--- config.mk ---
export PLATFORM = sky130hd
export DESIGN_NAME = button_click_gesture_decoder
export DESIGN_NICKNAME = d
export VERILOG_FILES = /design/src/sv/bcgd_pkg.sv /design/src/sv/bcgd_step.sv /design/src/sv/button_click_gesture_decoder.sv
export SDC_FILE = /design/constraint.sdc
export NUM_CORES = 1
export LEC_CHECK = 0
export BUFFER_PORTS_ARGS = -buffer_cell sky130_fd_sc_hd__buf_2
export CAP_MARGIN = 10
export CORE_MARGIN = 5
export CORE_UTILIZATION = 55
export DETAILED_ROUTE_END_ITERATION = 12
export PLACE_DENSITY = 0.71
export SLEW_MARGIN = 20
export SYNTH_ARGS = -nofsm -noshare
export SYNTH_HDL_FRONTEND = slang
export SYNTH_SLANG_ARGS = --single-unit
--- constraint.sdc ---
create_clock -name clk -period 11.45 [get_ports clk]
set_clock_uncertainty 0.15 [all_clocks]
set_input_delay 1.145 -clock clk [delete_from_list [all_inputs] [get_ports clk]]
set_output_delay 1.145 -clock clk [all_outputs]
set_load 0.02 [all_outputs]
--- src/sv/bcgd_pkg.sv ---
// ----------------------------------------------------------------------------
// bcgd_pkg
// Types, codes and the gesture transition function of the button gesture
// decoder.
// ----------------------------------------------------------------------------
package bcgd_pkg;

  // Gesture machine states
  typedef enum logic [3:0] {
    G_IDLE        = 4'd0,
    G_PRESSED     = 4'd1,
    G_RELEASED    = 4'd2,
    G_LONG        = 4'd3,
    G_REPEAT      = 4'd4,
    G_WAITRELEASE = 4'd5,
    G_PRESSED2    = 4'd6,
    G_RELEASED2   = 4'd7,
    G_LONG2       = 4'd8,
    G_REPEAT2     = 4'd9,
    G_PRESSED3    = 4'd10,
    G_LONG3       = 4'd11,
    G_REPEAT3     = 4'd12,
    G_WAITPRESS   = 4'd13
  } gesture_t;

  // Action codes, also the bit positions in handler_present
  typedef enum logic [3:0] {
    ACT_CLICK   = 4'd0,
    ACT_DCLICK  = 4'd1,
    ACT_TCLICK  = 4'd2,
    ACT_RELEASE = 4'd3,
    ACT_PRESS   = 4'd4,
    ACT_PRESS2  = 4'd5,
    ACT_PRESS3  = 4'd6,
    ACT_LONG    = 4'd7,
    ACT_REPEAT  = 4'd8,
    ACT_LONG2   = 4'd9,
    ACT_REPEAT2 = 4'd10,
    ACT_LONG3   = 4'd11,
    ACT_REPEAT3 = 4'd12
  } act_t;

  // Fallback command when no handler is present
  typedef enum logic [1:0] {
    DEF_NONE = 2'd0,
    DEF_ON   = 2'd1,
    DEF_OFF  = 2'd2
  } def_cmd_t;

  // Bit of handler_present that marks a default target
  localparam int unsigned HP_DEFAULT_BIT = 13;
  localparam int unsigned HP_WIDTH       = 14;

  // Configuration register indexes
  localparam logic [2:0] CFG_ACTIVE_HIGH     = 3'd0;
  localparam logic [2:0] CFG_LONG_PRESS      = 3'd1;
  localparam logic [2:0] CFG_REPEAT_DELAY    = 3'd2;
  localparam logic [2:0] CFG_REPEAT_PERIOD   = 3'd3;
  localparam logic [2:0] CFG_IDLE_TIMEOUT    = 3'd4;
  localparam logic [2:0] CFG_DEBOUNCE        = 3'd5;
  localparam logic [2:0] CFG_HANDLER_PRESENT = 3'd6;

  // Configuration reset values
  localparam logic [15:0] RST_LONG_PRESS    = 16'd800;
  localparam logic [15:0] RST_REPEAT_DELAY  = 16'd400;
  localparam logic [15:0] RST_REPEAT_PERIOD = 16'd200;
  localparam logic [15:0] RST_IDLE_TIMEOUT  = 16'd400;
  localparam logic [7:0]  RST_DEBOUNCE      = 8'd3;

  // Configuration registers
  typedef struct packed {
    logic                active_high;
    logic [15:0]         long_press_ms;
    logic [15:0]         repeat_delay_ms;
    logic [15:0]         repeat_period_ms;
    logic [15:0]         idle_timeout_ms;
    logic [7:0]          debounce_polls;
    logic [HP_WIDTH-1:0] handler_present;
  } cfg_t;

  // Gesture related state touched by a transition
  typedef struct packed {
    gesture_t   gesture;
    logic [2:0] toggles;
    logic       pending_valid;
    gesture_t   pending_gesture;
  } gst_t;

  // One action event, last field in the lowest bits
  typedef struct packed {
    gesture_t gesture_after;
    logic     toggle_value;
    def_cmd_t default_command;
    logic     handler_given;
    act_t     action;
  } ev_t;

  // Outcome of one transition attempt
  typedef struct packed {
    gst_t st;
    logic ok;
    logic ev_valid;
    ev_t  ev;
  } chg_t;

  // Try to move the gesture machine to ng
  function automatic chg_t change_gesture(gst_t st, gesture_t ng, logic intr,
                                          logic flushing, logic [HP_WIDTH-1:0] hp);
    chg_t     r;
    act_t     act;
    logic     act_v;
    logic     tog;
    def_cmd_t defc;
    logic     has;
    r        = '0;
    r.st     = st;
    r.ok     = 1'b1;
    act      = ACT_CLICK;
    act_v    = 1'b0;
    tog      = 1'b0;
    defc     = DEF_NONE;
    has      = 1'b0;
    if (!flushing && st.pending_valid) begin
      // blocked while a deferred transition waits
      r.ok = 1'b0;
    end else begin
      unique case (ng)
        G_IDLE: begin
          act_v = 1'b1;
          if (st.gesture == G_RELEASED) begin
            act = ACT_CLICK;
            tog = st.toggles[0];
          end else if (st.gesture == G_RELEASED2) begin
            act = ACT_DCLICK;
            tog = st.toggles[1];
          end else if (st.gesture == G_PRESSED3) begin
            act = ACT_TCLICK;
            tog = st.toggles[2];
          end else if (st.gesture != G_WAITPRESS) begin
            act = ACT_RELEASE;
          end else begin
            act_v = 1'b0;
          end
        end
        G_PRESSED: begin
          act_v = 1'b1;
          act   = ACT_PRESS;
          tog   = st.toggles[0];
          r.st.toggles[0] = ~st.toggles[0];
          if (!hp[ACT_PRESS]) defc = DEF_ON;
        end
        G_PRESSED2: begin
          act_v = 1'b1;
          act   = ACT_PRESS2;
          tog   = st.toggles[1];
          r.st.toggles[1] = ~st.toggles[1];
        end
        G_PRESSED3: begin
          act_v = 1'b1;
          act   = ACT_PRESS3;
          tog   = st.toggles[2];
          r.st.toggles[2] = ~st.toggles[2];
        end
        G_RELEASED, G_WAITPRESS, G_RELEASED2: begin
          act_v = 1'b1;
          act   = ACT_RELEASE;
          if (!hp[ACT_RELEASE]) defc = DEF_OFF;
        end
        G_LONG: begin
          act_v = 1'b1;
          act   = ACT_LONG;
          tog   = st.toggles[0];
        end
        G_REPEAT: begin
          act_v = 1'b1;
          act   = ACT_REPEAT;
          tog   = st.toggles[0];
        end
        G_LONG2: begin
          act_v = 1'b1;
          act   = ACT_LONG2;
          tog   = st.toggles[1];
        end
        G_REPEAT2: begin
          act_v = 1'b1;
          act   = ACT_REPEAT2;
          tog   = st.toggles[1];
        end
        G_LONG3: begin
          act_v = 1'b1;
          act   = ACT_LONG3;
          tog   = st.toggles[2];
        end
        G_REPEAT3: begin
          act_v = 1'b1;
          act   = ACT_REPEAT3;
          tog   = st.toggles[2];
        end
        default: begin
          act_v = 1'b0;
        end
      endcase

      if (!hp[HP_DEFAULT_BIT]) defc = DEF_NONE;
      has = act_v && hp[act];

      if (!has && (defc == DEF_NONE)) begin
        // silent transition, also on interrupt polls
        r.st.gesture       = ng;
        r.st.pending_valid = 1'b0;
      end else if (!intr) begin
        r.st.gesture              = ng;
        r.st.pending_valid        = 1'b0;
        r.ev_valid                = 1'b1;
        r.ev.action               = act;
        r.ev.handler_given        = has;
        r.ev.default_command      = has ? DEF_NONE : defc;
        r.ev.toggle_value         = tog;
        r.ev.gesture_after        = ng;
      end else if (ng != st.gesture) begin
        // defer until the next normal poll
        r.st.pending_gesture = ng;
        r.st.pending_valid   = 1'b1;
      end
    end
    return r;
  endfunction

endpackage

--- src/sv/bcgd_step.sv ---
// ----------------------------------------------------------------------------
// bcgd_step
// Combinational next-state logic for one poll: pending flush, timed
// transition, debounced edge, and the up to three events they produce.
// ----------------------------------------------------------------------------
module bcgd_step #(
  parameter int TIME_WIDTH = 16
) (
  input  bcgd_pkg::cfg_t          cfg,
  input  bcgd_pkg::gst_t          gst,
  input  logic                    accepted_level,
  input  logic [7:0]              bounce_left,
  input  logic [TIME_WIDTH-1:0]   stamp_ms,
  input  logic                    level,
  input  logic [15:0]             now_ms,
  input  logic                    mode,
  output bcgd_pkg::gst_t          gst_next,
  output logic                    accepted_level_next,
  output logic [7:0]              bounce_left_next,
  output logic [TIME_WIDTH-1:0]   stamp_ms_next,
  output bcgd_pkg::ev_t [2:0]     ev,
  output logic [1:0]              ev_count
);

  logic [TIME_WIDTH-1:0] now_t;
  logic [TIME_WIDTH-1:0] elapsed;

  assign now_t   = TIME_WIDTH'(now_ms);
  assign elapsed = now_t - stamp_ms;

  // wait of zero is always over; otherwise wrapping elapsed time compare
  function automatic logic time_over(logic [TIME_WIDTH-1:0] el, logic [15:0] wait_ms);
    return (wait_ms == 16'd0) || (32'(el) >= 32'(wait_ms));
  endfunction

  always_comb begin
    bcgd_pkg::chg_t     c0, c1, c2;
    bcgd_pkg::gst_t     s0, s1;
    bcgd_pkg::gesture_t t_tgt, e_tgt;
    bcgd_pkg::ev_t      e0, e1, e2;
    logic               v0, v1, v2;
    logic               t_go, t_restamp, e_go, cur, no_future;
    logic [bcgd_pkg::HP_WIDTH-1:0] hp;

    hp = cfg.handler_present;
    c0 = '0;
    c1 = '0;
    c2 = '0;

    // flush of a deferred transition on a normal poll
    s0 = gst;
    if (gst.pending_valid && !mode) begin
      if (gst.gesture == gst.pending_gesture) begin
        s0.pending_valid = 1'b0;
      end else begin
        c0 = bcgd_pkg::change_gesture(gst, gst.pending_gesture, 1'b0, 1'b1, hp);
        s0 = c0.st;
      end
    end
    e0 = c0.ev;
    v0 = c0.ev_valid;

    // timed transitions, normal polls only
    t_go      = 1'b0;
    t_restamp = 1'b0;
    t_tgt     = bcgd_pkg::G_IDLE;
    if (!mode) begin
      unique case (s0.gesture)
        bcgd_pkg::G_PRESSED: begin
          t_go  = time_over(elapsed, cfg.long_press_ms);
          t_tgt = (!hp[bcgd_pkg::ACT_LONG] && !hp[bcgd_pkg::ACT_REPEAT]) ?
                  bcgd_pkg::G_WAITRELEASE : bcgd_pkg::G_LONG;
        end
        bcgd_pkg::G_PRESSED2: begin
          t_go  = time_over(elapsed, cfg.long_press_ms);
          t_tgt = (!hp[bcgd_pkg::ACT_LONG2] && !hp[bcgd_pkg::ACT_REPEAT2]) ?
                  bcgd_pkg::G_WAITRELEASE : bcgd_pkg::G_LONG2;
        end
        bcgd_pkg::G_PRESSED3: begin
          t_go = time_over(elapsed, cfg.long_press_ms);
          if (!hp[bcgd_pkg::ACT_LONG3] && !hp[bcgd_pkg::ACT_REPEAT3]) begin
            t_tgt = hp[bcgd_pkg::ACT_PRESS3] ? bcgd_pkg::G_WAITRELEASE
                                             : bcgd_pkg::G_PRESSED2;
          end else begin
            t_tgt = bcgd_pkg::G_LONG3;
          end
        end
        bcgd_pkg::G_LONG: begin
          t_go  = time_over(elapsed, cfg.repeat_delay_ms);
          t_tgt = bcgd_pkg::G_REPEAT;
          t_restamp = t_go;
        end
        bcgd_pkg::G_REPEAT: begin
          t_go  = time_over(elapsed, cfg.repeat_period_ms);
          t_tgt = bcgd_pkg::G_REPEAT;
          t_restamp = t_go;
        end
        bcgd_pkg::G_LONG2: begin
          t_go  = time_over(elapsed, cfg.repeat_delay_ms);
          t_tgt = bcgd_pkg::G_REPEAT2;
          t_restamp = t_go;
        end
        bcgd_pkg::G_REPEAT2: begin
          t_go  = time_over(elapsed, cfg.repeat_period_ms);
          t_tgt = bcgd_pkg::G_REPEAT2;
          t_restamp = t_go;
        end
        bcgd_pkg::G_LONG3: begin
          t_go  = time_over(elapsed, cfg.repeat_delay_ms);
          t_tgt = bcgd_pkg::G_REPEAT3;
          t_restamp = t_go;
        end
        bcgd_pkg::G_REPEAT3: begin
          t_go  = time_over(elapsed, cfg.repeat_period_ms);
          t_tgt = bcgd_pkg::G_REPEAT3;
          t_restamp = t_go;
        end
        bcgd_pkg::G_RELEASED, bcgd_pkg::G_RELEASED2, bcgd_pkg::G_WAITPRESS: begin
          t_go  = time_over(elapsed, cfg.idle_timeout_ms);
          t_tgt = bcgd_pkg::G_IDLE;
        end
        default: begin
          t_go = 1'b0;
        end
      endcase
    end

    s1 = s0;
    if (t_go) begin
      c1 = bcgd_pkg::change_gesture(s0, t_tgt, 1'b0, 1'b0, hp);
      s1 = c1.st;
    end
    e1 = c1.ev;
    v1 = c1.ev_valid;

    // debounced edge
    cur       = (level == cfg.active_high);
    no_future = !hp[bcgd_pkg::ACT_PRESS2] && !hp[bcgd_pkg::ACT_LONG2] &&
                !hp[bcgd_pkg::ACT_REPEAT2] && !hp[bcgd_pkg::ACT_DCLICK];

    e_go  = 1'b0;
    e_tgt = bcgd_pkg::G_IDLE;
    if (cur) begin
      unique case (s1.gesture)
        bcgd_pkg::G_IDLE: begin
          e_go  = 1'b1;
          e_tgt = bcgd_pkg::G_PRESSED;
        end
        bcgd_pkg::G_RELEASED, bcgd_pkg::G_WAITPRESS: begin
          e_go  = 1'b1;
          e_tgt = no_future ? bcgd_pkg::G_PRESSED : bcgd_pkg::G_PRESSED2;
        end
        bcgd_pkg::G_RELEASED2: begin
          e_go  = 1'b1;
          e_tgt = bcgd_pkg::G_PRESSED3;
        end
        default: begin
          e_go = 1'b0;
        end
      endcase
    end else begin
      unique case (s1.gesture)
        bcgd_pkg::G_PRESSED: begin
          e_go  = 1'b1;
          e_tgt = bcgd_pkg::G_RELEASED;
        end
        bcgd_pkg::G_LONG, bcgd_pkg::G_REPEAT, bcgd_pkg::G_WAITRELEASE: begin
          e_go  = 1'b1;
          e_tgt = bcgd_pkg::G_WAITPRESS;
        end
        bcgd_pkg::G_PRESSED2: begin
          e_go  = 1'b1;
          e_tgt = no_future ? bcgd_pkg::G_IDLE : bcgd_pkg::G_RELEASED2;
        end
        bcgd_pkg::G_LONG2, bcgd_pkg::G_REPEAT2, bcgd_pkg::G_LONG3,
        bcgd_pkg::G_REPEAT3, bcgd_pkg::G_PRESSED3: begin
          e_go  = 1'b1;
          e_tgt = bcgd_pkg::G_IDLE;
        end
        default: begin
          e_go = 1'b0;
        end
      endcase
    end

    gst_next            = s1;
    accepted_level_next = accepted_level;
    bounce_left_next    = bounce_left;
    stamp_ms_next       = t_restamp ? now_t : stamp_ms;
    if (cur != accepted_level) begin
      if (bounce_left != 8'd0) begin
        bounce_left_next = bounce_left - 8'd1;
      end else begin
        stamp_ms_next = now_t;
        if (e_go) begin
          c2       = bcgd_pkg::change_gesture(s1, e_tgt, mode, 1'b0, hp);
          gst_next = c2.st;
          if (c2.ok) accepted_level_next = cur;
        end else begin
          accepted_level_next = cur;
        end
      end
    end else begin
      bounce_left_next = cfg.debounce_polls;
    end
    e2 = c2.ev;
    v2 = c2.ev_valid;

    // pack valid events to the front, in order
    ev[0]    = v0 ? e0 : (v1 ? e1 : e2);
    ev[1]    = (v0 && v1) ? e1 : e2;
    ev[2]    = e2;
    ev_count = 2'(v0) + 2'(v1) + 2'(v2);
  end

endmodule

--- src/sv/button_click_gesture_decoder.sv ---
// ----------------------------------------------------------------------------
// button_click_gesture_decoder
// Debounced push-button decoder for clicks, multi-clicks, long press and
// auto-repeat, one action event per fired transition.
// ----------------------------------------------------------------------------
// The first event of a poll appears in the cycle after the poll is taken.
// One poll per cycle while polls yield at most one event and m_tready is high;
// a poll yielding up to 3 events hands them out one by one on the single event
// output, and the next poll is taken in the cycle its last event is handed over.
// Reset (synchronous, rst high): gesture idle, all state cleared, config
// registers to their defaults, no events pending.
module button_click_gesture_decoder #(
  parameter int TIME_WIDTH = 16
) (
  input  logic        clk,
  input  logic        rst,
  // configuration write port
  input  logic        cfg_we,
  input  logic [2:0]  cfg_index,
  input  logic [15:0] cfg_data,
  // poll input
  input  logic        s_tvalid,
  output logic        s_tready,
  input  logic [23:0] s_tdata,   // [0] level, [16:1] now_ms, [23:17] zero
  input  logic [0:0]  s_tuser,   // [0] mode
  // event output
  output logic        m_tvalid,
  input  logic        m_tready,
  output logic [15:0] m_tdata,   // [3:0] action, [4] handler_given,
                                 // [6:5] default_command, [7] toggle_value,
                                 // [11:8] gesture_after, [15:12] zero
  output logic        m_tlast    // last event of the poll
);

  bcgd_pkg::cfg_t        cfg;
  bcgd_pkg::gst_t        gst, gst_next;
  logic                  accepted_level, accepted_level_next;
  logic [7:0]            bounce_left, bounce_left_next;
  logic [TIME_WIDTH-1:0] stamp_ms, stamp_ms_next;
  bcgd_pkg::ev_t [2:0]   step_ev;
  logic [1:0]            step_count;
  bcgd_pkg::ev_t [2:0]   obuf;
  logic [1:0]            ocount;
  logic                  in_fire, out_fire;

  assign m_tvalid = (ocount != 2'd0);
  assign out_fire = m_tvalid && m_tready;
  // take a poll once the event buffer is empty or its final event drains
  assign s_tready = (ocount == 2'd0) || ((ocount == 2'd1) && m_tready);
  assign in_fire  = s_tvalid && s_tready;
  assign m_tdata  = {4'd0, obuf[0]};
  assign m_tlast  = (ocount == 2'd1);

  // configuration registers
  always_ff @(posedge clk) begin
    if (rst) begin
      cfg.active_high      <= 1'b0;
      cfg.long_press_ms    <= bcgd_pkg::RST_LONG_PRESS;
      cfg.repeat_delay_ms  <= bcgd_pkg::RST_REPEAT_DELAY;
      cfg.repeat_period_ms <= bcgd_pkg::RST_REPEAT_PERIOD;
      cfg.idle_timeout_ms  <= bcgd_pkg::RST_IDLE_TIMEOUT;
      cfg.debounce_polls   <= bcgd_pkg::RST_DEBOUNCE;
      cfg.handler_present  <= '0;
    end else if (cfg_we) begin
      unique case (cfg_index)
        bcgd_pkg::CFG_ACTIVE_HIGH:     cfg.active_high      <= cfg_data[0];
        bcgd_pkg::CFG_LONG_PRESS:      cfg.long_press_ms    <= cfg_data;
        bcgd_pkg::CFG_REPEAT_DELAY:    cfg.repeat_delay_ms  <= cfg_data;
        bcgd_pkg::CFG_REPEAT_PERIOD:   cfg.repeat_period_ms <= cfg_data;
        bcgd_pkg::CFG_IDLE_TIMEOUT:    cfg.idle_timeout_ms  <= cfg_data;
        bcgd_pkg::CFG_DEBOUNCE:        cfg.debounce_polls   <= cfg_data[7:0];
        bcgd_pkg::CFG_HANDLER_PRESENT: begin
          cfg.handler_present <= cfg_data[bcgd_pkg::HP_WIDTH-1:0];
        end
        default: begin
        end
      endcase
    end
  end

  // per-poll next-state logic
  bcgd_step #(
    .TIME_WIDTH (TIME_WIDTH)
  ) u_step (
    .cfg                 (cfg),
    .gst                 (gst),
    .accepted_level      (accepted_level),
    .bounce_left         (bounce_left),
    .stamp_ms            (stamp_ms),
    .level               (s_tdata[0]),
    .now_ms              (s_tdata[16:1]),
    .mode                (s_tuser[0]),
    .gst_next            (gst_next),
    .accepted_level_next (accepted_level_next),
    .bounce_left_next    (bounce_left_next),
    .stamp_ms_next       (stamp_ms_next),
    .ev                  (step_ev),
    .ev_count            (step_count)
  );

  // decoder state
  always_ff @(posedge clk) begin
    if (rst) begin
      gst.gesture         <= bcgd_pkg::G_IDLE;
      gst.toggles         <= '0;
      gst.pending_valid   <= 1'b0;
      gst.pending_gesture <= bcgd_pkg::G_IDLE;
      accepted_level      <= 1'b0;
      bounce_left         <= '0;
      stamp_ms            <= '0;
    end else if (in_fire) begin
      gst            <= gst_next;
      accepted_level <= accepted_level_next;
      bounce_left    <= bounce_left_next;
      stamp_ms       <= stamp_ms_next;
    end
  end

  // event buffer count
  always_ff @(posedge clk) begin
    if (rst) begin
      ocount <= 2'd0;
    end else if (in_fire) begin
      ocount <= step_count;
    end else if (out_fire) begin
      ocount <= ocount - 2'd1;
    end
  end

  // event buffer payload, shifts toward slot 0 as events drain
  always_ff @(posedge clk) begin
    if (in_fire) begin
      obuf <= step_ev;
    end else if (out_fire) begin
      obuf[0] <= obuf[1];
      obuf[1] <= obuf[2];
    end
  end

endmodule

* After elaboration in Yosys (flattened, before gate mapping)
Cells that the tools add are included.
Storage, ports and cells: register bits 162, bits of input ports 49, logic and storage cells 372
Operators by class: add/subtract/negate cells 5, magnitude comparators 7, eq/ne operators 80, muxes and demuxes 155, bitwise gates (word level) 10, reductions and logical operators 85
Operator list (number):
- 2-to-1 mux 13 bit | 12
- one-hot mux 4 bit (11 select lines) | 3
- == test 4 bit (second input constant) | 31
- 2-to-1 mux 12 bit | 10
- 2-to-1 mux 4 bit | 25
- == test 4 x 3 -> 1 bit (second input constant) | 17
- >= comparator 16 bit | 4
- zero test 16 bit | 4
- 2-to-1 mux 1 bit | 55
- OR reduction 3 bit | 17
- 2-to-1 mux 16 bit | 3
- 2-to-1 mux 24 bit | 2
- == test 4 x 2 -> 1 bit (second input constant) | 11
- 2-to-1 mux 2 bit | 21
- OR reduction 12 bit | 3
- one-hot mux 4 bit (3 select lines) | 2
- one-hot mux 4 bit (6 select lines) | 1
- == test 4 x 1 -> 1 bit (second input constant) | 5
- logical AND 1 bit | 17
- zero test 4 bit | 4
- 2-to-1 mux 8 bit | 2
- one-hot mux 1 bit (4 select lines) | 4
- AND reduction 2 bit | 8
- subtractor 16 bit | 1
- 32 further kinds | 80

* Longest topological paths before layout
Gate-level depths: netlist of the first run.
word-level depth 36, gate-level depth with buffers 38, gate-level depth less buffers 36

* Cells and area by module
A second synthesis of the first run with hierarchy kept.
Second synthesis, totals: cells, all modules 1561, area, all modules 12246.7 sq um
Modules (own cells, without submodules):
- button_click_gesture_decoder | times used 1, cells an instance 661, area an instance 6342.3 sq um, sequential area each 3603.5 sq um
- bcgd_step | times used 1, cells an instance 900, area an instance 5904.4 sq um, sequential area each 0.0 sq um

* Worst setup path before layout of the first run
OpenSTA, ideal clock, no wires.
kind in2reg, start input s_tdata[2], end register ocount[0], arrival time 7.951 ns, data required time 11.214 ns, setup slack 3.263 ns, cell stages on the path 35, path buffers 1, path through ha_1 nor2b_1 o21ai_0 a21boi_0 o21ai_0 a21boi_0 o21ai_0 a21boi_0 o21ai_0 a21boi_0 o21ai_0 nand2b_1 a21o_1 a311o_1 a21oi_1 xnor2_1 ha_1 nand4_1 nor4_1 a2111oi_0 a21oi_1 a41oi_1 and3_4 buf_4 o211ai_2 nor2_1 a32o_1 mux2i_1 mux2i_1 a31o_2 nor3_1 nor2_1 fa_1 nor2_1 a211oi_1
On the way: longest elaborated chain between the ends 29
RTL lines:
- start, declared | RTL line button_click_gesture_decoder.sv:24 | input logic [23:0] s_tdata,
- subtractor 16 bit (*) | RTL line bcgd_step.sv:29 | assign elapsed = now_t - stamp_ms;
- >= comparator 16 bit | RTL line bcgd_step.sv:33 | return (wait_ms == 16'd0) || (32'(el) >= 32'(wait_ms));
- logical OR 1 bit | RTL line bcgd_step.sv:33
- one-hot mux 1 bit (4 select lines) (*) | RTL line bcgd_step.sv:68 | unique case (s0.gesture)
- 2-to-1 mux 1 bit (*) | RTL line bcgd_step.sv:67 | if (!mode) begin
- 2-to-1 mux 12 bit | RTL line bcgd_step.sv:129 | if (t_go) begin
- == test 4 x 2 -> 1 bit, or another cell as far along | RTL line bcgd_step.sv:162 | unique case (s1.gesture)
- OR reduction 3 bit / OR reduction 2 bit (equally long branches)
- (+13 left out)
- logical AND 1 bit | RTL line bcgd_pkg.sv:207 | if (!has && (defc == DEF_NONE)) begin
- 2-to-1 mux 13 bit | RTL line bcgd_pkg.sv:207
- 2-to-1 mux 13 bit | RTL line bcgd_pkg.sv:123 | if (!flushing && st.pending_valid) begin
- 2-to-1 mux 13 bit | RTL line bcgd_step.sv:195 | if (e_go) begin
- 2-to-1 mux 13 bit | RTL line bcgd_step.sv:191 | if (bounce_left != 8'd0) begin
- 2-to-1 mux 13 bit | RTL line bcgd_step.sv:190 | if (cur != accepted_level) begin
- adder 2 x 1 -> 2 bit (*) | RTL line bcgd_step.sv:213 | ev_count = 2'(v0) + 2'(v1) + 2'(v2);
- 2-to-1 mux 2 bit (*) | RTL line button_click_gesture_decoder.sv:123 | end else if (in_fire) begin
- end signal, assigned | RTL line button_click_gesture_decoder.sv:124 | ocount <= step_count;
- end signal, assigned | RTL line button_click_gesture_decoder.sv:126 | ocount <= ocount - 2'd1;
- end, declared | RTL line button_click_gesture_decoder.sv:43 | logic [1:0] ocount;
Mark *: on every way between the ends. The rest lies on a longest branch, timed or not. The select of a mux whose other input is x is not followed. A chain may end at the register's enable or synchronous reset.

* Final worst setup path of the first run
Same ends and word-level chain as after synthesis.

==> impl_table.tex, run 1 <==
\begin{tabular}{lr}
\hline
Metric & Value \\
\hline
\multicolumn{2}{l}{\textbf{Run status}} \\
Status & finished clean \\
\multicolumn{2}{l}{\textbf{STA}} \\
Post-route setup slack & between 1500 and 2000 ps \\
Clock period minus worst slack & approximately 9700 ps \\
Max transition margin & between 30\% and 40\% \\
RSZ-0062 raised after global routing & false \\
Final clock period utilization by the worst path & approximately 85\% \\
Slew at the pin closest to its max-slew limit & 1010 ps \\
Final TNS setup & 0 ps \\
Final setup violation count & 0 \\
Fin. Hold Viols & 0 \\
Number of slew-limit violations in the final report & 0 \\
Maximum frequency from static timing analysis & around 100 MHz \\
\multicolumn{2}{l}{\textbf{Cells and area}} \\
Layout-stage area growth over the synthesis result & 8.84\% \\
Post-layout util & 61.0\% \\
Share of post-route cells with drive strength above 1 & about a tenth \\
Diode insertion count for antenna repair & 0 \\
Net count reported at finish & about 1600 \\
\# fillers & 1838 \\
\multicolumn{2}{l}{\textbf{Worst setup path}} \\
Critical path start-end classification & input pin to flip-flop \\
CP Capture Type & flip-flop \\
Worst path bufs/invs & 1 \\
Sort of element at the start of the critical path & input pin \\
Cell occurring most often along the worst timing path & sky130\_fd\_sc\_hd\_\_o21ai\_0 \\
Worst Path Required & $\sim$12000 ps \\
Slowest stage cell on the critical path & sky130\_fd\_sc\_hd\_\_nor3\_1 \\
Critical Path Max Stage Delay & about 670 ps \\
Reg2reg end & ocount[0] \\
RR Startpoint & stamp\_ms[1] \\
Register-to-register setup slack & about 2200 ps \\
Critical path peak fanout & 12 \\
Data arrival time of the critical path & just under 10000 ps \\
Critical path's top delay family & compound AO/OA/AOI/OAI gates \\
Depth of the worst register-to-register path & 35 \\
\multicolumn{2}{l}{\textbf{Logic synthesis}} \\
\#FFs+latches synth & between 150 and 200 \\
Gate count of the mapped netlist & 1442 \\
Area leader, netlist & sky130\_fd\_sc\_hd\_\_dfxtp\_1 \\
Mean cell area of the mapped netlist & $\sim$7.9 µm² \\
Synth cell types & about 100 \\
Area share of the largest cell type after synthesis & approximately 22\% \\
Post-synth EDFFs & 36 \\
Part of the Yosys area used for sequential elements & 31.7\% \\
Leading cell types by count after synthesis & 242 x sky130\_fd\_sc\_hd\_\_nand2\_1, 150 x sky130\_fd\_sc\_hd\_\_a21oi\_1, 126 x sky130\_fd\_sc\_hd\_\_dfxtp\_1 \\
Post-synthesis instance area & approximately 11000 µm² \\
Synthesis warning total & 0 \\
Ranking of synthesized cells by area & sky130\_fd\_sc\_hd\_\_dfxtp\_1 22\%, sky130\_fd\_sc\_hd\_\_edfxtp\_1 9.5\%, sky130\_fd\_sc\_hd\_\_ha\_1 9.0\%, sky130\_fd\_sc\_hd\_\_nand2\_1 8.0\%, sky130\_fd\_sc\_hd\_\_a21oi\_1 6.6\% \\
Cell with the most instances after synthesis & sky130\_fd\_sc\_hd\_\_nand2\_1 \\
Async SR Flop Fraction & 0\% \\
Most common flop cell mapped by yosys & sky130\_fd\_sc\_hd\_\_dfxtp\_1 \\
\multicolumn{2}{l}{\textbf{Clock network}} \\
Clk slew on worst S/H paths & $\sim$70 ps \\
CTS root buf & sky130\_fd\_sc\_hd\_\_clkbuf\_16 \\
Clock tree from TritonCTS & done \\
Clk sinks & approximately 160 \\
Post-cts resize count & 0 \\
Number of clock buffers inserted by TritonCTS & 17 \\
CTS H-tree depth & 4 \\
Number of buffers inserted to repair setup after CTS & 0 \\
Cts-stage hold buffer count & 0 \\
Clock buffer depth & 2 \\
Clock latency on the worst-skew pair & 430 ps \\
\multicolumn{2}{l}{\textbf{GRT}} \\
Global routing usage summed across all routing layers & around 28\% \\
Largest net degree at the start of global routing & 77 \\
Wire length of the first global-routing pass & about 53000 µm \\
Global route total overflow & 0 \\
Number of global-route vias before repair & between 9000 and 10000 \\
Initial antenna violation count & 0 \\
\multicolumn{2}{l}{\textbf{Route}} \\
DR vias & about 10000 \\
WL per Instance & 19.1 µm \\
Via-to-Cell Ratio & roughly 6.0 \\
Total DRC errors in the routed layout & 0 \\
DRT Wirelength & $\sim$33000 µm \\
Drt first-iter violations & 1221 \\
1st-pass router iterations & 6 \\
ANT nets after route & 0 \\
\multicolumn{2}{l}{\textbf{Place}} \\
Port Buffer Count & 56 \\
Worst setup slack after placement & 1500 ps \\
Final GP Congestion & $\sim$0.96 \\
HPWL reported at the end of detailed placement & $\sim$24000 µm \\
\multicolumn{2}{l}{\textbf{Power and ir drop}} \\
Pleak & around 4.6 nW \\
Worst vdd ir & 0.000109 V \\
Total power per unit cell area & approximately 150 nW/µm² \\
\multicolumn{2}{l}{\textbf{Floorplan}} \\
Site Rows & between 50 and 60 \\
Core area & $\sim$20000 µm² \\
DIE HEIGHT & approximately 150 µm \\
Starting density of the core & a little under three fifths \\
Die Wd & about 150 µm \\
Number of top-level design ports & 68 \\
Full die area & about 24000 µm² \\
\multicolumn{2}{l}{\textbf{Worst hold path}} \\
Worst min path class & flip-flop to flip-flop \\
Cells on Worst Hold Path & 2 \\
Min-Delay Endpoint & cfg[16] \\
Beginning of the worst hold path & cfg[16] \\
\multicolumn{2}{l}{\textbf{Job}} \\
Reported max-cap violation count & 0 \\
\hline
\end{tabular}
[placed cells by master (no fill, tap or decap), types with 5 or more instances in the layout]
cell type,count
sky130_fd_sc_hd__clkbuf_16,17
sky130_fd_sc_hd__or2_2,5
sky130_fd_sc_hd__a211o_1,13
sky130_fd_sc_hd__a211oi_1,17
sky130_fd_sc_hd__conb_1,5
sky130_fd_sc_hd__nor2_1,121
sky130_fd_sc_hd__xnor2_1,18
sky130_fd_sc_hd__o31ai_1,5
sky130_fd_sc_hd__a221oi_1,6
sky130_fd_sc_hd__buf_4,19
sky130_fd_sc_hd__nand4_1,10
sky130_fd_sc_hd__a31oi_1,9
sky130_fd_sc_hd__o22ai_1,7
sky130_fd_sc_hd__o22a_1,7
sky130_fd_sc_hd__mux2i_1,44
sky130_fd_sc_hd__and2_1,6
sky130_fd_sc_hd__or3_1,9
sky130_fd_sc_hd__a41oi_1,5
sky130_fd_sc_hd__o211ai_1,10
sky130_fd_sc_hd__nor4_1,22
sky130_fd_sc_hd__o21ai_0,60
sky130_fd_sc_hd__buf_2,55
sky130_fd_sc_hd__ha_1,82
sky130_fd_sc_hd__xor2_1,12
sky130_fd_sc_hd__mux2_2,6
sky130_fd_sc_hd__inv_1,103
sky130_fd_sc_hd__a21boi_0,5
sky130_fd_sc_hd__nor2b_1,17
sky130_fd_sc_hd__nand3_1,21
sky130_fd_sc_hd__a21o_1,17
sky130_fd_sc_hd__inv_8,5
sky130_fd_sc_hd__dfxtp_1,126
sky130_fd_sc_hd__nor3_1,28
sky130_fd_sc_hd__a21oi_1,149
sky130_fd_sc_hd__nand2b_1,21
sky130_fd_sc_hd__nand2_1,241
sky130_fd_sc_hd__nand3b_1,9
sky130_fd_sc_hd__o21ai_1,6
sky130_fd_sc_hd__edfxtp_1,36
[power by group]
group | internal, mW | switching [mW]
combinational | 0.201 | 0.354
sequential | 0.625 | 0.0251
clock | 0.356 | 0.270
[per-layer routing]
metal	up-vias	GRT usage, %	part of all wire [%]
met5	-	0	0
met4	0	9.08	3.1
met3	59	3.96	6.0
met2	399	45.7	47
met1	4876	37.2	44
li1	5128	-	-
[layout make-up]
class | count | area, µm² | share of cell area, %
clock buffer | 17 | 425 | 3.43
clock inverter | 15 | 219 | 1.77
inverter | 104 | 390 | 3.15
multi-input combinational | 1099 | 7000 | 56.5
sequential | 162 | 3600 | 29.1
tap | 270 | 338 | 2.73
timing repair buffer | 74 | 418 | 3.37
[worst register-to-register path, delay by kind of cell, from the launching register on]
family / cells / cell delay [ps]
AOI/OAI and AO/OA: 20 / 5070
xor gates and xnor gates: 1 / 320
adders and majority gates: 3 / 1210
buffers and inverters: 1 / 60
DFF: 1 / 380
and+or+nand+nor: 10 / 2030
[registers in the layout, indices dropped and copies added, names as in the netlist]
name / flops
accepted_level: 1
bounce_left: 8
cfg: 87
gst: 12
m_tdata: 12
obuf: 24
ocount: 2
stamp_ms: 16
[how the worst max path moves through the flow]
stage	cells after the start	to	start
after detailed placement	35	ocount[0]	s_tdata[2]
after global placement	35	ocount[0]	s_tdata[2]
after floorplan	35	ocount[0]	s_tdata[2]
final	35	ocount[0]	s_tdata[2]
after CTS	35	ocount[0]	s_tdata[2]
after global routing	35	ocount[0]	s_tdata[2]
[kinds of logic after synthesis]
family / after synthesis / synth area share (%)
AOI/OAI and AO/OA: 379 / 21.6
xor gates and xnor gates: 30 / 2.31
adders and majority gates: 84 / 9.36
buffers and inverters: 185 / 7.12
DFF: 162 / 31.7
muxes: 57 / 5.64
other: 1 / 0.0329
and+or+nand+nor: 544 / 22.3
[through the flow]
stage	std cells	hold slack (ps)	total power [mW]	area, µm²
3_5_place_dp	1709	300	1.21	11700
3_3_place_gp	1709	297	1.19	11700
5_1_grt	1741	331	1.93	12400
6_report	1741	311	1.83	12400
4_1_cts	1741	311	1.83	12400
2_1_floorplan	1446	283	1.06	11400
No activity file was read; power rests on OpenSTA's default activity.
==> run 2, diff against run 1 <==
PLACE_DENSITY = 0.74   (was 0.71)
clock period = 8.87 ns   (was 11.45 ns; I/O delays follow)
==> run 2 against run 1 <==
  * Clock power increased by 30%
  * Cell count increased by 2.9%
  * Clock-buffer cell count unchanged
  * Flip-flop and latch count unchanged
  * Wire length increased by 3.3%
==> impl_table.tex, run 2 (same netlist as run 1, synthesis figures left out) <==
\begin{tabular}{lr}
\hline
Metric & Value \\
\hline
\multicolumn{2}{l}{\textbf{Clock network}} \\
CTS root buf & sky130\_fd\_sc\_hd\_\_clkbuf\_16 \\
Number of clock buffers inserted by TritonCTS & 17 (unchanged) \\
Clock latency on the worst-skew pair & 430 ps (about the same) \\
Clk sinks & 162 (unchanged) \\
Post-cts resize count & 0 (unchanged) \\
CTS H-tree depth & 4 (unchanged) \\
Cts-stage hold buffer count & 0 (unchanged) \\
Clock buffer depth & 2 (unchanged) \\
Number of buffers inserted to repair setup after CTS & 0 (unchanged) \\
Clock tree from TritonCTS & done \\
Clk slew on worst S/H paths & 70 ps (about the same) \\
\multicolumn{2}{l}{\textbf{Power and ir drop}} \\
Total power per unit cell area & 190 nW/µm² (+29\%) \\
Total power & 2.43 mW (+33\%) \\
Worst vdd ir & 0.000121 V (+11\%) \\
Pleak & 4.85 nW (+5.4\%) \\
\multicolumn{2}{l}{\textbf{GRT}} \\
Initial antenna violation count & 2 (+2) \\
Global route total overflow & 0 (unchanged) \\
Number of global-route vias before repair & 10300 (+5.8\%) \\
Wire length of the first global-routing pass & 54600 µm (+3.3\%) \\
Largest net degree at the start of global routing & 72 (-6.5\%) \\
Global routing usage summed across all routing layers & 28.5\% (+0.85 points) \\
\multicolumn{2}{l}{\textbf{STA}} \\
Final clock period utilization by the worst path & $\sim$94\% \\
Fin. Hold Viols & 0 (unchanged) \\
Maximum frequency from static timing analysis & 121 MHz \\
Post-route setup slack & 572 ps (-1180 ps) \\
Number of slew-limit violations in the final report & 0 (unchanged) \\
Slew at the pin closest to its max-slew limit & 950 ps (-56.7 ps) \\
Worst hold slack & 305 ps (-6.35 ps) \\
Clock period minus worst slack & between 8000 and 9000 ps \\
Max transition margin & 36.2\% (+3.5 points) \\
Final setup violation count & 0 (unchanged) \\
\multicolumn{2}{l}{\textbf{Worst setup path}} \\
Critical path peak fanout & 6 (-6) \\
Sort of element at the start of the critical path & input pin \\
Slowest stage cell on the critical path & sky130\_fd\_sc\_hd\_\_a2111oi\_1 \\
CP Capture Type & flip-flop \\
Critical Path Max Stage Delay & 500 ps (-170 ps) \\
Critical path start-end classification & input pin to flip-flop \\
Depth of the worst register-to-register path & 35 (unchanged) \\
Worst Path Required & 9020 ps (-2630 ps) \\
Data arrival time of the critical path & 8450 ps (-1450 ps) \\
Register-to-register setup slack & 730 ps (-1430 ps) \\
\multicolumn{2}{l}{\textbf{Place}} \\
Placed Instance Area & 12100 µm² (+3.3\%) \\
Instance count after placement with tap cells included & 1760 (+3.0\%) \\
Worst setup slack after placement & 76.2 ps (-1430 ps) \\
HPWL reported at the end of detailed placement & 25200 µm (+3.7\%) \\
Port Buffer Count & 56 (unchanged) \\
Final GP Congestion & 0.975 (+2.1\%) \\
\multicolumn{2}{l}{\textbf{Floorplan}} \\
Starting density of the core & 56.1\% (unchanged) \\
Full die area & 23700 µm² (unchanged) \\
DIE HEIGHT & 154 µm (unchanged) \\
Core area & 20300 µm² (unchanged) \\
Die Wd & 154 µm (unchanged) \\
Site Rows & 52 (unchanged) \\
Number of top-level design ports & 68 (unchanged) \\
\multicolumn{2}{l}{\textbf{Cells and area}} \\
Most common cell after layout, fill and taps aside & sky130\_fd\_sc\_hd\_\_nand2\_1 \\
Flip-flop count of the largest register after layout & 87 (unchanged) \\
\# fillers & 1842 (+0.22\%) \\
Cell area after layout & 12800 µm² (+3.2\%) \\
Diode insertion count for antenna repair & 0 (unchanged) \\
Largest register by flop count & cfg \\
Most used cells in the layout excluding fill and tap cells & 241 x sky130\_fd\_sc\_hd\_\_nand2\_1, 149 x sky130\_fd\_sc\_hd\_\_a21oi\_1, 126 x sky130\_fd\_sc\_hd\_\_dfxtp\_1 \\
Non-Filler Instances & 1792 (+2.9\%) \\
Layout-stage area growth over the synthesis result & 12.3\% \\
Share of post-route cells with drive strength above 1 & 13.5\% (+3.1 points) \\
Net count reported at finish & 1642 (+3.2\%) \\
Biggest registers after layout & cfg x87, obuf x24, stamp\_ms x16 \\
\multicolumn{2}{l}{\textbf{Worst hold path}} \\
Worst min path class & flip-flop to flip-flop \\
Cells on Worst Hold Path & 2 (unchanged) \\
\multicolumn{2}{l}{\textbf{Route}} \\
WL per Instance & 19.2 µm (+0.38\%) \\
ANT nets after route & 0 (unchanged) \\
DRT Wirelength & 34300 µm (+3.3\%) \\
Drt first-iter violations & 1164 (-4.7\%) \\
Via-to-Cell Ratio & 6.04 (+0.55\%) \\
DR vias & 10800 (+3.5\%) \\
Total DRC errors in the routed layout & 0 (unchanged) \\
1st-pass router iterations & 6 (unchanged) \\
\multicolumn{2}{l}{\textbf{Job}} \\
Reported max-cap violation count & 0 (unchanged) \\
\multicolumn{2}{l}{\textbf{Run status}} \\
Status & finished clean \\
\hline
\end{tabular}
-- run 2: cell count changes in the layout (fill, tap and decap cells not counted), moves of 2 or more --
cell and delta:
sky130_fd_sc_hd__buf_4 +50, sky130_fd_sc_hd__inv_8 -3, sky130_fd_sc_hd__clkinv_2 +2, sky130_fd_sc_hd__clkinv_8 -2
-- run 2: final cells by class --
| cell class | instances | area, µm² | share of cell area [%] |
|---|---|---|---|
| Clock buffer | 17 | 425 | 3.33 |
| Tap cell | 270 | 338 | 2.64 |
| Timing Repair Buffer | 125 | 813 | 6.36 |
| Multi-Input combinational cell | 1099 | 7010 | 54.8 |
| Inverter | 104 | 390 | 3.05 |
| Sequential cell | 162 | 3600 | 28.2 |
| Clock inverter | 15 | 205 | 1.60 |
-- run 2: worst max-delay path, delay by kind of cell --
| family | cells | cell delay [ps] |
|---|---|---|
| AOI/OAI and AO/OA | 20 | 4270 |
| xor gates and xnor gates | 1 | 290 |
| adders and majority gates | 2 | 630 |
| buffers and inverters | 3 | 510 |
| and+or+nand+nor | 9 | 1880 |
-- run 2: metal layers --
layer / GRT usage, % / share of wire [%] / wire length, µm
met5: 0 / 0.079 / 27
met3: 4.78 / 6.2 / 2120
met4: 14.8 / 5.5 / 1890
met2: 47.4 / 48 / 16400
met1: 35.5 / 41 / 13900
-- run 2: worst paths after layout --
check                           endpoint   startpoint
worst min register to register   cfg[21]      cfg[21]
worst max register to register  obuf[22]  stamp_ms[1]
worst max-delay path            obuf[22]   s_tdata[2]
worst min-delay path             cfg[21]      cfg[21]
-- run 2: through the flow --
step                      TNS [ps]  utilization, %
after global routing         -6.93            63.0
after CTS                        0            62.9
after floorplan                  0               -
final                            0            63.0
after detailed placement         0            59.8
after global placement           0            59.8
-- run 2: where the power goes --
| group | internal (mW) | switching, mW |
|---|---|---|
| logic | 0.305 | 0.478 |
| registers | 0.807 | 0.0345 |
| clock network | 0.476 | 0.334 |
| total | 1.59 | 0.846 |
==> run 3, diff against run 2 <==
PLACE_DENSITY = not set   (was 0.74)
PLACE_DENSITY_LB_ADDON = 0.12   (was not set)
==> run 3 against run 2 <==
  * First-iteration DRC count shrank 6.8%
  * Sequential share of layout area about the same
  * Total power decreased by 4.5%
  * Register-to-register slack lost 120 ps
  * Clock power down 15%
  * Flip-flop and latch count unchanged
  * Final area is essentially flat
  * Worst setup slack lost 110 ps
  * Non-clock buffer count increased by 18
  * Clock-buffer cell count unchanged
  * Largest cell class unchanged
  * Largest power group unchanged
==> impl_table.tex, run 3 (same netlist as run 1, synthesis figures left out) <==
\begin{tabular}{lr}
\hline
Metric & Value \\
\hline
\multicolumn{2}{l}{\textbf{Run status}} \\
Status & finished clean \\
\multicolumn{2}{l}{\textbf{Cells and area}} \\
Diode insertion count for antenna repair & 0 (unchanged) \\
Most common cell after layout, fill and taps aside & sky130\_fd\_sc\_hd\_\_nand2\_1 \\
Flip-flop count of the largest register after layout & 87 (unchanged) \\
Layout-stage area growth over the synthesis result & 12.4\% (about the same) \\
Largest register by flop count & cfg \\
Share of post-route cells with drive strength above 1 & 14.4\% (+0.82 points) \\
Net count reported at finish & 1660 (+1.1\%) \\
Biggest registers after layout & cfg x87, obuf x24, stamp\_ms x16 \\
Most used cells in the layout excluding fill and tap cells & 242 x sky130\_fd\_sc\_hd\_\_nand2\_1, 149 x sky130\_fd\_sc\_hd\_\_a21oi\_1, 126 x sky130\_fd\_sc\_hd\_\_dfxtp\_1 \\
\multicolumn{2}{l}{\textbf{Worst setup path}} \\
Slowest stage cell on the critical path & sky130\_fd\_sc\_hd\_\_a2111oi\_0 \\
Cell occurring most often along the worst timing path & sky130\_fd\_sc\_hd\_\_o21ai\_0 \\
Worst Path Required & 8960 ps (-60 ps) \\
Critical path start-end classification & input pin to flip-flop \\
Critical path peak fanout & 9 (+3) \\
Depth of the worst register-to-register path & 35 (unchanged) \\
Sort of element at the start of the critical path & input pin \\
Data arrival time of the critical path & 8500 ps (+50 ps) \\
Critical Path Max Stage Delay & 440 ps (-60 ps) \\
CP Capture Type & flip-flop \\
\multicolumn{2}{l}{\textbf{STA}} \\
Final clock period utilization by the worst path & 94.8\% (+1.3 points) \\
Slew at the pin closest to its max-slew limit & 998 ps (+48.7 ps) \\
Final setup violation count & 0 (unchanged) \\
Max transition margin & 33.0\% (-3.2 points) \\
Final TNS setup & 0 ps (unchanged) \\
Number of slew-limit violations in the final report & 0 (unchanged) \\
Fin. Hold Viols & 0 (unchanged) \\
Clock period minus worst slack & 8410 ps (+111 ps) \\
Maximum frequency from static timing analysis & 119 MHz (-1.3\%) \\
\multicolumn{2}{l}{\textbf{Worst hold path}} \\
Cells on Worst Hold Path & 2 (unchanged) \\
Worst min path class & flip-flop to flip-flop \\
\multicolumn{2}{l}{\textbf{Floorplan}} \\
DIE HEIGHT & 154 µm (unchanged) \\
Starting density of the core & 56.1\% (unchanged) \\
Core area & 20300 µm² (unchanged) \\
Die Wd & 154 µm (unchanged) \\
Site Rows & 52 (unchanged) \\
Number of top-level design ports & 68 (unchanged) \\
Full die area & 23700 µm² (unchanged) \\
\multicolumn{2}{l}{\textbf{GRT}} \\
Initial antenna violation count & 0 (-2) \\
Number of global-route vias before repair & 10100 (-1.3\%) \\
Global routing usage summed across all routing layers & 28.9\% (+0.40 points) \\
Largest net degree at the start of global routing & 96 (+33\%) \\
Most utilized layer in the global route result & met2 \\
Wire length of the first global-routing pass & 54800 µm (+0.44\%) \\
Met2 Resource Use GR & 48.3\% (+0.94 points) \\
Met1 layer usage reported by global route & 36.8\% (+1.3 points) \\
Global route total overflow & 0 (unchanged) \\
Met3 capacity usage during global routing & 4.47\% (-0.31 points) \\
\multicolumn{2}{l}{\textbf{Route}} \\
WL per Instance & 19.1 µm (-0.10\%) \\
Total DRC errors in the routed layout & 0 (unchanged) \\
1st-pass router iterations & 5 (-1) \\
DRT Wirelength & 34600 µm (+0.90\%) \\
ANT nets after route & 0 (unchanged) \\
Via-to-Cell Ratio & 5.97 (-1.1\%) \\
Drt first-iter violations & 1085 (-6.8\%) \\
DR vias & 10800 (-0.13\%) \\
\multicolumn{2}{l}{\textbf{Power and ir drop}} \\
Total power per unit cell area & 182 nW/µm² (-4.6\%) \\
Worst vdd ir & 0.000119 V (-2.4\%) \\
Pleak & 4.92 nW (+1.3\%) \\
Total power & 2.33 mW (-4.5\%) \\
\multicolumn{2}{l}{\textbf{Clock network}} \\
Clock latency on the worst-skew pair & 440 ps (about the same) \\
Number of clock buffers inserted by TritonCTS & 17 (unchanged) \\
Clk sinks & 162 (unchanged) \\
Clk slew on worst S/H paths & 70 ps (about the same) \\
Clock buffer depth & 2 (unchanged) \\
Clock tree from TritonCTS & done \\
Cts-stage hold buffer count & 0 (unchanged) \\
CTS H-tree depth & 4 (unchanged) \\
CTS root buf & sky130\_fd\_sc\_hd\_\_clkbuf\_16 \\
\multicolumn{2}{l}{\textbf{Place}} \\
HPWL reported at the end of detailed placement & 25800 µm (+2.1\%) \\
Final GP Congestion & 0.964 (-1.1\%) \\
Port Buffer Count & 56 (unchanged) \\
\multicolumn{2}{l}{\textbf{Job}} \\
Reported max-cap violation count & 0 (unchanged) \\
\hline
\end{tabular}
run 3: layout make-up:
| type | count | area, µm² |
|---|---|---|
| Sequential cell | 162 | 3600 |
| Tap cell | 270 | 338 |
| Clock inverter | 15 | 105 |
| Clock buffer | 17 | 425 |
| Multi-Input combinational cell | 1099 | 7000 |
| Timing Repair Buffer | 143 | 936 |
| Inverter | 104 | 390 |
| Fill cell | 1888 | 7500 |
run 3: what timing repair did:
action / CTS / global route
endpoints found under the setup margin: 0 / 12
setup buffers: 0 / 0
gates resized for setup: 0 / 2
run 3: stage by stage:
| step | setup slack, ps | utilization, % | std cells | hold slack, ps | instance area [µm²] |
|---|---|---|---|---|---|
| after floorplan | 941 | - | 1446 | 283 | 11400 |
| after global placement | 273 | 60.4 | 1778 | 295 | 12300 |
| after detailed placement | 126 | 60.4 | 1778 | 307 | 12300 |
| after CTS | 522 | 63.0 | 1810 | 317 | 12800 |
| after global routing | -16.0 | 63.1 | 1810 | 337 | 12800 |
| final | 461 | 63.1 | 1810 | 317 | 12800 |
run 3: routing by layer:
metal  wire (µm)  up-vias  share of wire, %
met5           0        -                 0
met4        1620        0               4.7
met3        2040       97               5.9
met2       16400      388                47
met1       14500     5067                42
li1            -     5262                 -
run 3: final timing paths:
kind	start	end	slack (ps)
max	s_tdata[2]	m_tdata[0]	460
min	cfg[16]	cfg[16]	320
max reg2reg	stamp_ms[1]	m_tdata[0]	610
min reg2reg	cfg[16]	cfg[16]	320
run 3: worst max-delay path, delay by kind of cell:
| kind | cells | cell delay (ps) |
|---|---|---|
| and+or+nand+nor | 8 | 1830 |
| buffers and inverters | 3 | 490 |
| adders and majority gates | 2 | 590 |
| xor gates and xnor gates | 1 | 220 |
| AOI/OAI and AO/OA | 21 | 4480 |
run 3: where the power goes:
group	total, mW	internal [mW]	switching, mW
logic	0.796	0.319	0.476
clock network	0.689	0.361	0.328
registers	0.840	0.807	0.0332
total	2.33	1.49	0.837
